### config.mk
export PLATFORM = sky130hd
export DESIGN_NAME = cartridge_bank_mapper_88_154
export DESIGN_NICKNAME = d
export VERILOG_FILES = /design/src/rtl/cbm_pkg.sv /design/src/rtl/cbm_regs.sv /design/src/rtl/cbm_xlate.sv /design/src/rtl/cartridge_bank_mapper_88_154.sv
export SDC_FILE = /design/constraint.sdc
export NUM_CORES = 1
export LEC_CHECK = 0
export ABC_CLOCK_PERIOD_IN_PS = 3270
export BUFFER_PORTS_ARGS = -buffer_cell sky130_fd_sc_hd__buf_2
export CAP_MARGIN = 20
export CORE_MARGIN = 5
export CORE_UTILIZATION = 50
export DETAILED_ROUTE_END_ITERATION = 7
export GPL_TIMING_DRIVEN = 0
export PLACE_DENSITY_LB_ADDON = 0.2
export SLEW_MARGIN = 30
export SYNTH_ARGS = -nofsm -noshare
export SYNTH_HDL_FRONTEND = slang
export SYNTH_SLANG_ARGS = --single-unit
### constraint.sdc
create_clock -name aclk -period 3.27 [get_ports aclk]
set_input_delay 0.327 -clock aclk [delete_from_list [all_inputs] [get_ports aclk]]
set_output_delay 0.327 -clock aclk [all_outputs]
set_load 0.005 [all_outputs]
### src/rtl/cbm_pkg.sv
// ----------------------------------------------------------------------------
// cbm_pkg
// Shared types and constants for the cartridge bank mapper.
// ----------------------------------------------------------------------------
`default_nettype none

package cbm_pkg;

    // ROM address widths
    localparam int PrgAddrBitsDefault = 17;
    localparam int ChrAddrBitsDefault = 17;

    localparam int DataW   = 8;
    localparam int AddrW   = 16;
    localparam int OffsetW = 17;
    localparam int NumBanks = 8;
    localparam int BankIdxW = $clog2(NumBanks);

    // request codes
    typedef enum logic [1:0] {
        CMD_CPU_WRITE = 2'd0,
        CMD_CPU_XLATE = 2'd1,
        CMD_PPU_XLATE = 2'd2
    } cbm_cmd_t;

    // mirroring codes
    localparam logic [1:0] MIRROR_BOARD = 2'd0;
    localparam logic [1:0] MIRROR_SCR_A = 2'd1;
    localparam logic [1:0] MIRROR_SCR_B = 2'd2;

    // register indexes of the config port
    localparam logic REG_VARIANT = 1'b0;

    // state update request from the translate logic
    typedef struct packed {
        logic             sel_we;
        logic             bank_we;
        logic [DataW-1:0] data;
    } cbm_wr_t;

endpackage : cbm_pkg

`default_nettype wire

### src/rtl/cbm_regs.sv
// ----------------------------------------------------------------------------
// cbm_regs
// Select byte and the eight bank registers, with one bank read port.
// ----------------------------------------------------------------------------
`default_nettype none

module cbm_regs (
    input  wire logic                                   aclk,
    input  wire logic                                   aresetn,
    input  wire logic                                   upd_en,
    input  wire cbm_pkg::cbm_wr_t                       wr,
    input  wire logic [cbm_pkg::BankIdxW-1:0]           rd_idx,
    output logic      [cbm_pkg::DataW-1:0]              rd_data,
    output logic      [cbm_pkg::DataW-1:0]              select_reg
);
    import cbm_pkg::*;

    logic [DataW-1:0] bank_reg [NumBanks];

    // select byte
    always_ff @(posedge aclk) begin
        if (!aresetn) begin
            select_reg <= '0;
        end else if (upd_en && wr.sel_we) begin
            select_reg <= wr.data;
        end
    end

    // bank registers, written at the slot named by select bits 2:0
    always_ff @(posedge aclk) begin
        if (!aresetn) begin
            for (int i = 0; i < NumBanks; i++) begin
                bank_reg[i] <= '1;
            end
        end else if (upd_en && wr.bank_we) begin
            bank_reg[select_reg[BankIdxW-1:0]] <= wr.data;
        end
    end

    assign rd_data = bank_reg[rd_idx];

endmodule : cbm_regs

`default_nettype wire

### src/rtl/cbm_xlate.sv
// ----------------------------------------------------------------------------
// cbm_xlate
// Decode of one request: PRG/CHR offset, window hit, state update, mirroring.
// ----------------------------------------------------------------------------
`default_nettype none

module cbm_xlate #(
    parameter int PRG_ADDR_BITS = cbm_pkg::PrgAddrBitsDefault,
    parameter int CHR_ADDR_BITS = cbm_pkg::ChrAddrBitsDefault
) (
    input  wire logic [1:0]                             cmd,
    input  wire logic [cbm_pkg::AddrW-1:0]              address,
    input  wire logic [cbm_pkg::DataW-1:0]              write_data,
    input  wire logic [cbm_pkg::DataW-1:0]              select_reg,
    input  wire logic [cbm_pkg::DataW-1:0]              bank_data,
    input  wire logic                                   variant,
    output logic      [cbm_pkg::BankIdxW-1:0]           bank_idx,
    output cbm_pkg::cbm_wr_t                            wr,
    output logic      [cbm_pkg::OffsetW-1:0]            rom_offset,
    output logic                                        mapped,
    output logic      [1:0]                             mirror_mode
);
    import cbm_pkg::*;

    localparam int PrgFullW = DataW + 13;
    localparam logic [PrgFullW-1:0] PrgMask =
        PrgFullW'((64'd1 << PRG_ADDR_BITS) - 64'd1);
    localparam logic [OffsetW-1:0] ChrMask =
        OffsetW'((64'd1 << CHR_ADDR_BITS) - 64'd1);

    logic [PrgFullW-1:0] prg_full;
    logic [PrgFullW-1:0] prg_wrapped;
    logic [OffsetW-1:0]  chr_full;
    logic [13:0]         ppu_addr;
    logic [DataW-1:0]    select_next;

    assign ppu_addr = address[13:0];

    // bank slot feeding the active window
    always_comb begin
        unique case (cmd)
            CMD_CPU_XLATE: bank_idx = {2'b11, address[13]};
            CMD_PPU_XLATE: begin
                if (!ppu_addr[12]) begin
                    bank_idx = {2'b00, ppu_addr[11]};
                end else begin
                    bank_idx = BankIdxW'(3'd2 + {1'b0, ppu_addr[11:10]});
                end
            end
            default:       bank_idx = '0;
        endcase
    end

    // prg: switchable 8K windows, fixed last 16K at 0xc000
    always_comb begin
        if (address[14]) begin
            prg_full = {{(PrgFullW-14){1'b1}}, address[13:0]};
        end else begin
            prg_full = {bank_data, address[12:0]};
        end
        prg_wrapped = prg_full & PrgMask;
    end

    // chr: 2K windows from bits 5:1, 1K windows in the upper half
    always_comb begin
        if (!ppu_addr[12]) begin
            chr_full = {1'b0, bank_data[5:1], ppu_addr[10:0]};
        end else begin
            chr_full = {1'b1, bank_data[5:0], ppu_addr[9:0]};
        end
    end

    // result and state update
    always_comb begin
        wr         = '0;
        wr.data    = write_data;
        rom_offset = '0;
        mapped     = 1'b0;
        unique case (cmd)
            CMD_CPU_WRITE: begin
                if (address[15]) begin
                    wr.bank_we = address[0];
                    wr.sel_we  = !address[0];
                end
            end
            CMD_CPU_XLATE: begin
                if (address[15]) begin
                    mapped     = 1'b1;
                    rom_offset = prg_wrapped[OffsetW-1:0];
                end
            end
            CMD_PPU_XLATE: begin
                if (!ppu_addr[13]) begin
                    mapped     = 1'b1;
                    rom_offset = chr_full & ChrMask;
                end
            end
            default: begin
                mapped = 1'b0;
            end
        endcase
    end

    // mirroring follows the select byte as left by this request
    always_comb begin
        select_next = wr.sel_we ? write_data : select_reg;
        if (!variant) begin
            mirror_mode = MIRROR_BOARD;
        end else if (select_next[6]) begin
            mirror_mode = MIRROR_SCR_B;
        end else begin
            mirror_mode = MIRROR_SCR_A;
        end
    end

endmodule : cbm_xlate

`default_nettype wire

### src/rtl/cartridge_bank_mapper_88_154.sv
// ----------------------------------------------------------------------------
// cartridge_bank_mapper_88_154
// Bank mapper for a cartridge board: CPU writes, PRG and CHR translation.
// ----------------------------------------------------------------------------
// Requests enter on the s_ channel (cmd, address, write_data) and each one
// gives exactly one result on the m_ channel (rom_offset, mapped,
// mirror_mode), in order. Both channels use valid/ready.
// A request is captured in an input register; when it advances, the decode
// logic updates the select/bank state and loads the result register, which
// drives m_valid. Throughput is one request per cycle while the receiver
// does not stall: the input register refills in the same cycle its request
// moves to the result register.
// When the receiver stalls, the result register holds, one more request
// waits in the input register, and s_ready then drops.
// Reset (aresetn low, synchronous) empties both registers, clears the
// select byte and the variant bit and sets all bank registers to 0xff.
// The APB port holds single_screen_variant at byte address 0; write it
// only while no request is in flight.
// ----------------------------------------------------------------------------
`default_nettype none

module cartridge_bank_mapper_88_154 #(
    parameter int PRG_ADDR_BITS = cbm_pkg::PrgAddrBitsDefault,
    parameter int CHR_ADDR_BITS = cbm_pkg::ChrAddrBitsDefault
) (
    input  wire logic                           aclk,
    input  wire logic                           aresetn,
    // config port
    input  wire logic                           psel,
    input  wire logic                           penable,
    input  wire logic                           pwrite,
    input  wire logic [2:0]                     paddr,
    input  wire logic [31:0]                    pwdata,
    output logic      [31:0]                    prdata,
    output logic                                pready,
    // request channel
    input  wire logic                           s_valid,
    output logic                                s_ready,
    input  wire logic [1:0]                     s_cmd,
    input  wire logic [cbm_pkg::AddrW-1:0]      s_address,
    input  wire logic [cbm_pkg::DataW-1:0]      s_write_data,
    // result channel
    output logic                                m_valid,
    input  wire logic                           m_ready,
    output logic [cbm_pkg::OffsetW-1:0]         m_rom_offset,
    output logic                                m_mapped,
    output logic [1:0]                          m_mirror_mode
);
    import cbm_pkg::*;

    logic                 variant_reg;
    logic                 in_valid_reg;
    logic [1:0]           cmd_reg;
    logic [AddrW-1:0]     address_reg;
    logic [DataW-1:0]     write_data_reg;
    logic                 out_valid_reg;
    logic [OffsetW-1:0]   rom_offset_reg;
    logic                 mapped_reg;
    logic [1:0]           mirror_mode_reg;

    logic                 advance;
    logic                 cfg_we;
    logic [BankIdxW-1:0]  bank_idx;
    logic [DataW-1:0]     bank_data;
    logic [DataW-1:0]     select_reg;
    cbm_wr_t              wr;
    logic [OffsetW-1:0]   rom_offset_next;
    logic                 mapped_next;
    logic [1:0]           mirror_mode_next;

    // config register
    assign pready = 1'b1;
    assign cfg_we = psel && penable && pwrite && (paddr[2] == REG_VARIANT);

    always_ff @(posedge aclk) begin
        if (!aresetn) begin
            variant_reg <= 1'b0;
        end else if (cfg_we) begin
            variant_reg <= pwdata[0];
        end
    end

    always_comb begin
        prdata = '0;
        if (paddr[2] == REG_VARIANT) begin
            prdata[0] = variant_reg;
        end
    end

    // handshake
    assign advance = in_valid_reg && (!out_valid_reg || m_ready);
    assign s_ready = !in_valid_reg || advance;

    // input register
    always_ff @(posedge aclk) begin
        if (!aresetn) begin
            in_valid_reg <= 1'b0;
        end else if (s_ready) begin
            in_valid_reg <= s_valid;
        end
    end

    always_ff @(posedge aclk) begin
        if (s_valid && s_ready) begin
            cmd_reg        <= s_cmd;
            address_reg    <= s_address;
            write_data_reg <= s_write_data;
        end
    end

    // mapper state
    cbm_regs u_regs (
        .aclk       (aclk),
        .aresetn    (aresetn),
        .upd_en     (advance),
        .wr         (wr),
        .rd_idx     (bank_idx),
        .rd_data    (bank_data),
        .select_reg (select_reg)
    );

    // request decode
    cbm_xlate #(
        .PRG_ADDR_BITS (PRG_ADDR_BITS),
        .CHR_ADDR_BITS (CHR_ADDR_BITS)
    ) u_xlate (
        .cmd         (cmd_reg),
        .address     (address_reg),
        .write_data  (write_data_reg),
        .select_reg  (select_reg),
        .bank_data   (bank_data),
        .variant     (variant_reg),
        .bank_idx    (bank_idx),
        .wr          (wr),
        .rom_offset  (rom_offset_next),
        .mapped      (mapped_next),
        .mirror_mode (mirror_mode_next)
    );

    // result register
    always_ff @(posedge aclk) begin
        if (!aresetn) begin
            out_valid_reg <= 1'b0;
        end else if (advance) begin
            out_valid_reg <= 1'b1;
        end else if (m_ready) begin
            out_valid_reg <= 1'b0;
        end
    end

    always_ff @(posedge aclk) begin
        if (advance) begin
            rom_offset_reg  <= rom_offset_next;
            mapped_reg      <= mapped_next;
            mirror_mode_reg <= mirror_mode_next;
        end
    end

    assign m_valid       = out_valid_reg;
    assign m_rom_offset  = rom_offset_reg;
    assign m_mapped      = mapped_reg;
    assign m_mirror_mode = mirror_mode_reg;

endmodule : cartridge_bank_mapper_88_154

`default_nettype wire
After elaboration in Yosys (flattened, before gate mapping)
Memories as Yosys holds them, arrays and structs flattened. Index checks and enable logic that the tools add are counted.

Register bits after elaboration: 56. RAM bits: 64. Bits of input ports: 68. Output and inout port bits: 55. Logic and storage cells: 54. Memories kept: 1.

Add/subtract/negate cells: 1. Equal/unequal tests: 2. Muxes and demuxes: 24. Bitwise operators: 1. Reductions and logical operators: 15.

Memories: u_regs.bank_reg (depth 8, width 8, read ports 1, clocked after memory_dff 0, write ports 8, RTL line cbm_regs.sv:18) `logic [DataW-1:0] bank_reg [NumBanks];`.

Operators by type and width (number): $mux 17 (4); $pmux 17 s2 (1); $mux 1 (10); $mux 8 (1); $reduce_or 8->1 (1); $logic_and 1x1->1 (7); $mux 7 (1); $mux 2 (3); $mux 3 (2); $pmux 3 s2 (1); $add 2x2->3 const A (1); $logic_not 1->1 (3); $eq 2x1->1 const B (1); $eq 2x2->1 const B (1); $logic_not 2->1 (1); $logic_or 1x1->1 (2); $pmux 1 s2 (1); $reduce_bool 2->1 (1); $not 1->1 (1).

Depth between registers and ports, before layout
Gate-level depths: netlist of run 1.

Word-level depth: 9. Depth in mapped cells: 10. Depth with buffers taken out: 8.

Hierarchy
A second synthesis of run 1 with hierarchy kept.

Cell total of the unflattened synthesis: 380. Area total of the unflattened synthesis: 5602.9 µm².

Modules (own cells, without submodules): cbm_regs (instances 1, cells each 218, area each 3338.2 µm², seq. area each 2082.0 µm²); cartridge_bank_mapper_88_154 (instances 1, cells each 95, area each 1784.2 µm², seq. area each 1441.4 µm²); cbm_xlate (instances 1, cells each 67, area each 480.5 µm², seq. area each 0.0 µm²).

Least setup slack after synthesis of run 1
No wires, ideal clock.

Kind: reg-to-reg. Start point: register cmd_reg[1]. End point: register rom_offset_reg[14] (netlist: m_rom_offset[14]), data pin. Setup time: 0.269 ns. Arrival time: 2.157 ns. Required time: 3.001 ns. Path slack: 0.844 ns. Stages on the path, launching flop included: 10. Buffers on the path: 2. Clock period less this slack: 2.426 ns. Cells stage by stage: edfxtp_1 inv_1 ha_1 clkbuf_1 a22o_1 buf_6 mux4_2 or3_1 o311ai_0 o21ai_1.

Longest elaborated chain between the ends: 6.

Ends and longest elaborated chain: start: declaration (RTL line cartridge_bank_mapper_88_154.sv:53) `logic [1:0] cmd_reg;`; start signal: assignment (RTL line cartridge_bank_mapper_88_154.sv:105) `cmd_reg <= s_cmd;`; $eq 2x2->1 or $eq 2x1->1 (tied branches) (RTL line cbm_xlate.sv:41, cbm_xlate.sv:79); $pmux 3 s2 (RTL line cbm_xlate.sv:41) `unique case (cmd)`; $mem_v2 8x8; $mux 17 (on tied branches) (RTL line cbm_xlate.sv:66, cbm_xlate.sv:56); $mux 17 (on tied branches) (RTL line cbm_xlate.sv:93, cbm_xlate.sv:87); $pmux 17 s2 (*) (RTL line cbm_xlate.sv:79) `unique case (cmd)`; via rom_offset_next[14] (RTL line cartridge_bank_mapper_88_154.sv:67) `logic [OffsetW-1:0] rom_offset_next;`; end signal: assignment (RTL line cartridge_bank_mapper_88_154.sv:153) `rom_offset_reg <= rom_offset_next;`; end: declaration (RTL line cartridge_bank_mapper_88_154.sv:57) `logic [OffsetW-1:0] rom_offset_reg;`.

The timed path passes the listed nets; every way through them passes the cells marked *. A chain may end at the register's enable or synchronous reset.

Worst setup path in the final report of run 1
Ends and elaborated chain as after synthesis.

==> flow_summary.json, run 1 <==
{
  "status": "finished, final reports clean",
  "reg2reg_to": "m_rom_offset[14]",
  "post-dp-hpwl_mm": 6.171,
  "rr_worst_depth": 10,
  "reg2reg_slack_ns": 0.48,
  "cts_buffer_depth": 2,
  "htreeDepth": 3,
  "cts.sinks": 100,
  "dieArea_um2": 11190,
  "critical_path_required_ns": 3.37,
  "drc": 0,
  "fillers": 762,
  "tightest_slew_ns": 0.8464,
  "clk_latency_ns": 0.36,
  "antenna_found_initial": 0,
  "finalSetupViolCount": 0,
  "hp-class": "in -> reg",
  "worstPathMaxFanout": 10,
  "power_mw": 2.493,
  "synth_edf_count": 93,
  "arrival_ns": 2.89,
  "synth_area_leader_cell": "edfxtp_1",
  "die_w_um": 105.8,
  "diodes": 0,
  "drtPass1Iterations": 4,
  "clk_pin_slew_worst_paths_ns": 0.10,
  "use_met3_pct": 3.491,
  "period_minus_slack_ns": 2.795,
  "power_frac_seq_pct": 58.4,
  "first_global_vias": 2696,
  "grt_max_degree": 26,
  "relSlewSlack_pct": 43.14,
  "synth.distinct_cells": 43,
  "synth.top_cell.area_share_pct": 60.88,
  "start_util_pct": 50.36,
  "p_leak_nw": 1.957,
  "synthArstFlopShare_pct": 0,
  "rows": 35,
  "grt_use_met1_pct": 19.14,
  "p_int_mw": 1.954,
  "grtUsageTotal_pct": 15.44,
  "netlist_area_um2": 4587,
  "period_share_pct": 85.47,
  "dpl_cell_area_um2": 5120,
  "ys_seq_area_share_pct": 63.94,
  "postCtsHoldBufs": 0,
  "setup.worst_path.start": "cmd_reg[1]",
  "ys.flop_type": "edfxtp_1",
  "comb_power_share_pct": 7.7,
  "p_sw_mw": 0.5397,
  "peakVddDrop_mv": 0.2078,
  "yosysWarningCount": 0,
  "setup_slack_ns": 0.4751,
  "clkPwrFrac_pct": 33.9,
  "synth_seq_cells": 100,
  "power_density_nw_per_um2": 467.2,
  "cpPeakStageDelay_ns": 0.40,
  "grt_pass1_wl_mm": 13.30,
  "overflow": 0,
  "post_cts_buffers": 0,
  "cp_cell_sequence": "inv_1 > ha_1 > clkbuf_1 > a31oi_1 > nand2b_1 > buf_2 > mux4_2 > or3_1 > o311ai_0 > o21ai_1",
  "multi_input_area_um2": 1469,
  "finClkSkew_ns": 0.01250,
  "die_h_um": 105.8,
  "io_pins": 123,
  "grt_busiest_layer": "met2",
  "seq_area_um2": 2933,
  "first_iter_violations": 137,
  "rsz0062_at_grt": "no",
  "drive_gt1_share_pct": 29.57,
  "nNetsFinal": 511,
  "cp_slowest_cell": "edfxtp_1",
  "swShare_pct": 21.65,
  "hold_viol": 0,
  "viasPerCell": 4.975,
  "syn_area_per_cell_um2": 13.45,
  "largest_reg_flops": 48,
  "critical_path_class": "reg -> reg",
  "setup.worst_path.end": "m_rom_offset[14]",
  "ctsResizeCount": 0,
  "use_met2_pct": 27.00,
  "core_um2": 9109,
  "netlist_instances": 341,
  "clockRootBuffer": "clkbuf_8",
  "startpoint_type": "flip-flop",
  "post-place-ws_ns": 0.4998,
  "wirelength_mm": 8.503,
  "slew_violations": 0,
  "fin_setup_tns_ns": 0,
  "vias": 2756,
  "syn_to_final_growth_pct": 16.34,
  "drv_cap": 0,
  "cts_tree": "yes",
  "max_freq_mhz": 357.8,
  "ys_top_cells_by_count": "edfxtp_1, buf_4, nand2b_1",
  "cts_buffers": 9,
  "portBuffers": 56,
  "netlist_top_cells_area": "edfxtp_1, mux2i_1, buf_4",
  "cp-end-kind": "flip-flop",
  "wire_per_inst_um": 15.35,
  "synth_most_common_cell": "edfxtp_1",
  "gp_congestion": 0.7967,
  "r2r-start": "cmd_reg[1]",
  "ant_nets": 0,
  "worst_hold_slack_ns": 0.1370,
  "design_area_um2": 5336
}
-- critical path, delay by kind of cell, from the launching register on --
family / cells / cell delay (ns)
buf+inv: 3 / 0.60
simple gates: 2 / 0.49
compound gates: 3 / 0.46
flops: 1 / 0.40
mux: 1 / 0.38
fa+ha+maj: 1 / 0.19
-- cells by family after synthesis --
| group | count (synthesis) | synth area share, % |
|---|---|---|
| buffers and inverters | 45 | 6.519 |
| adders and majority gates | 5 | 1.364 |
| AOI/OAI and AO/OA | 31 | 4.692 |
| and+or+nand+nor | 128 | 16.07 |
| DFF | 100 | 63.94 |
| muxes | 30 | 7.256 |
| other | 2 | 0.1637 |
-- cells in the final DEF, fill, tap and decap left out, drive strengths merged, types with 2 or more instances in the layout --
cell type and n:
edfxtp 93, buf 91, conb 32, nand2b 30
mux2i 25, nand2 22, or2 18, clkbuf 15
and2 13, or3 11, nor2b 10, nor2 7
dfxtp 7, o21ai 7, inv 5, ha 5
a31oi 4, a221oi 4, o21a 3, and3 3
nand3b 3, a21oi 3, nor3 3, a21boi 3
mux2 3, mux4 2, o311ai 2, nor3b 2
nand4b 2, bufinv 2, clkinvlp 2, clkinv 2
-- routing by layer --
metal	routed length, um	vias up
li1	-	1359
met1	3633	1311
met2	4301	77
met3	465	9
met4	102	0
met5	0	-
-- final cells by class --
cell class              instances  area share, %
plain buffers                  40          5.252
clock buffers                  10          2.392
clock inverters                 6          1.665
inverters                       5         0.3517
multi-input cells             226          27.53
flip-flops and latches        100          54.96
well taps                     111          2.603
repair buffers                 56          5.252
-- power groups by stage --
stage	Sequential, mW	Combinational [mW]	Clock [mW]
floorplan	1.48	0.128	0
global placement	1.49	0.185	0
detailed placement	1.49	0.190	0
CTS	1.46	0.191	0.858
global route	1.46	0.211	0.911
finish	1.46	0.191	0.845
-- worst min path at each step --
stage                         from         endpoint  slack (ns)  cells after the start
floorplan             s_address[0]   address_reg[0]        0.43                      0
global placement    address_reg[6]  m_rom_offset[6]        0.50                      1
detailed placement    s_address[1]   address_reg[1]        0.51                      1
CTS                   s_address[1]   address_reg[1]        0.13                      1
global route              s_cmd[1]       cmd_reg[1]        0.11                      1
finish                s_address[1]   address_reg[1]        0.14                      1
-- metrics by stage --
step           std cells  util (%)
5_1_grt              554     58.59
6_report             554     58.59
3_5_place_dp         538     56.21
2_1_floorplan        371         -
4_1_cts              554     58.59
3_3_place_gp         538     56.20
No activity file was read; power rests on OpenSTA's default activity.
==> inputs of run 2 (changes only) <==
RECOVER_POWER = 25   (was unset)
==> run 2 against run 1 <==
  * The run now ends with capacitance limit, slew limit left
  * Critical path depth unchanged
  * Combinational power about the same
  * Cell area fell by 0.30%
  * Clock power barely moved
  * Critical path type unchanged
  * Critical endpoint unchanged
  * Highest routed layer unchanged
==> flow_summary.json, run 2 (synthesis gave the netlist of run 1 again) <==
{
  "first_iter_violations": 113,
  "rows": 35,
  "clockRootBuffer": "clkbuf_8",
  "final_cells": 554,
  "critical_path_required_ns": 3.37,
  "gp_congestion": 0.7967,
  "grtUsageTotal_pct": 15.44,
  "slew_violations": 26,
  "failed_checks": "capacitance limit, slew limit",
  "viasPerCell": 4.986,
  "post_cts_buffers": 0,
  "utilization_pct": 58.41,
  "clk_latency_ns": 0.36,
  "cts_buffers": 9,
  "first_global_vias": 2696,
  "final_common_cell": "edfxtp_1",
  "power_density_nw_per_um2": 468.0,
  "cpPeakStageDelay_ns": 0.40,
  "start_util_pct": 50.36,
  "cts_buffer_depth": 2,
  "nNetsFinal": 511,
  "diodes": 0,
  "design_area_um2": 5320,
  "critical_path_class": "reg -> reg",
  "postCtsHoldBufs": 0,
  "syn_to_final_growth_pct": 15.98,
  "finClkSkew_ns": 0.01239,
  "grt_pass1_wl_mm": 13.30,
  "ant_nets": 0,
  "tightest_slew_ns": 1.702,
  "post-dp-hpwl_mm": 6.171,
  "core_um2": 9109,
  "cp-end-kind": "flip-flop",
  "drc": 0,
  "fin_setup_tns_ns": 0,
  "largest_reg_flops": 48,
  "fillers": 764,
  "worstPathMaxFanout": 10,
  "die_h_um": 105.8,
  "htreeDepth": 3,
  "grt_max_degree": 26,
  "dieArea_um2": 11190,
  "drtPass1Iterations": 4,
  "mostFrequentLayoutCells": "edfxtp_1, buf_2, buf_4, conb_1, nand2b_1",
  "arrival_ns": 2.91,
  "dp_cells": 538,
  "hold_viol": 0,
  "period_share_pct": 86.14,
  "relSlewSlack_pct": -13.56,
  "cts.sinks": 100,
  "overflow": 0,
  "wirelength_mm": 8.450,
  "die_w_um": 105.8,
  "dpl_cell_area_um2": 5120,
  "startpoint_type": "flip-flop",
  "antenna_found_initial": 0,
  "portBuffers": 56,
  "critical-path-top-delay-family": "buffers and inverters",
  "cp_slowest_cell": "edfxtp_1",
  "hp-class": "in -> reg",
  "cp_cell_sequence": "inv_1 > ha_1 > clkbuf_1 > a31oi_1 > nand2b_1 > buf_2 > mux4_2 > or3_1 > o311ai_0 > o21ai_1",
  "period_minus_slack_ns": 2.817,
  "p_leak_nw": 1.921,
  "status": "finished with violations",
  "drive_gt1_share_pct": 26.64,
  "rsz0062_at_grt": "no",
  "wire_per_inst_um": 15.25,
  "vias": 2762,
  "finalSetupViolCount": 0,
  "cts_tree": "yes",
  "drv_cap": 1,
  "cp_num_buf_inv": 3,
  "clk_pin_slew_worst_paths_ns": 0.09,
  "max_freq_mhz": 355.0,
  "io_pins": 123,
  "ctsResizeCount": 0,
  "peakVddDrop_mv": 0.2080
}
==> run 2: cell count changes in the layout (fill, tap and decap cells not counted) <==
cell and change:
buf_2 -12, and2_2 -1, and2_0 +1, clkbuf_1 +12
==> run 2: metrics by stage <==
| step | hold slack, ns | power (mW) | setup WS, ns |
|---|---|---|---|
| final | 0.1411 | 2.490 | 0.4532 |
| after CTS | 0.1254 | 2.507 | 0.4722 |
| after global routing | 0.1147 | 2.584 | 0.2713 |
| after global placement | 0.4986 | 1.670 | 0.5475 |
| after floorplan | 0.4259 | 1.607 | 0.8442 |
| after detailed placement | 0.5051 | 1.677 | 0.4998 |
==> run 2: worst paths after layout <==
| kind | start | cells after the start | slack [ns] | to |
|---|---|---|---|---|
| setup / recovery | cmd_reg[1] | 10 | 0.45 | m_rom_offset[14] |
| hold reg to reg | address_reg[5] | 1 | 0.53 | m_rom_offset[5] |
| setup reg to reg | cmd_reg[1] | 10 | 0.45 | m_rom_offset[14] |
| hold / removal | s_address[1] | 1 | 0.14 | address_reg[1] |
==> run 2: area by class of cell <==
type                    count  area (um2)  area share (%)
well taps                 111       138.9           2.611
repair buffers             56       265.3           4.986
multi-input cells         226        1468           27.59
clock inverters             6       88.84           1.670
flip-flops and latches    100        2933           55.13
inverters                   5       18.77          0.3528
plain buffers              40       280.3           5.268
clock buffers              10       127.6           2.399
==> run 2: layer usage <==
metal	GRT usage [%]	up-vias	part of all wire, %
li1	-	1365	-
met1	19.14	1309	42
met2	27.00	80	51
met3	3.491	8	5.4
met4	4.533	0	1.4
met5	0	-	0
==> run 2: where the power goes <==
group / switching, mW / total [mW] / internal, mW
logic: 0.102 / 0.189 / 0.0868
registers: 0.0239 / 1.46 / 1.43
clock network: 0.412 / 0.843 / 0.431
==> run 2: worst register-to-register path: cells and delay by family, from the launching register on <==
family,cells,cell delay (ns)
AO/OA/AOI/OAI,3,0.49
adder cells (fa/ha/maj),1,0.19
buffers and inverters,3,0.61
flip-flops,1,0.40
multiplexers,1,0.38
AND/OR/NAND/NOR,2,0.50
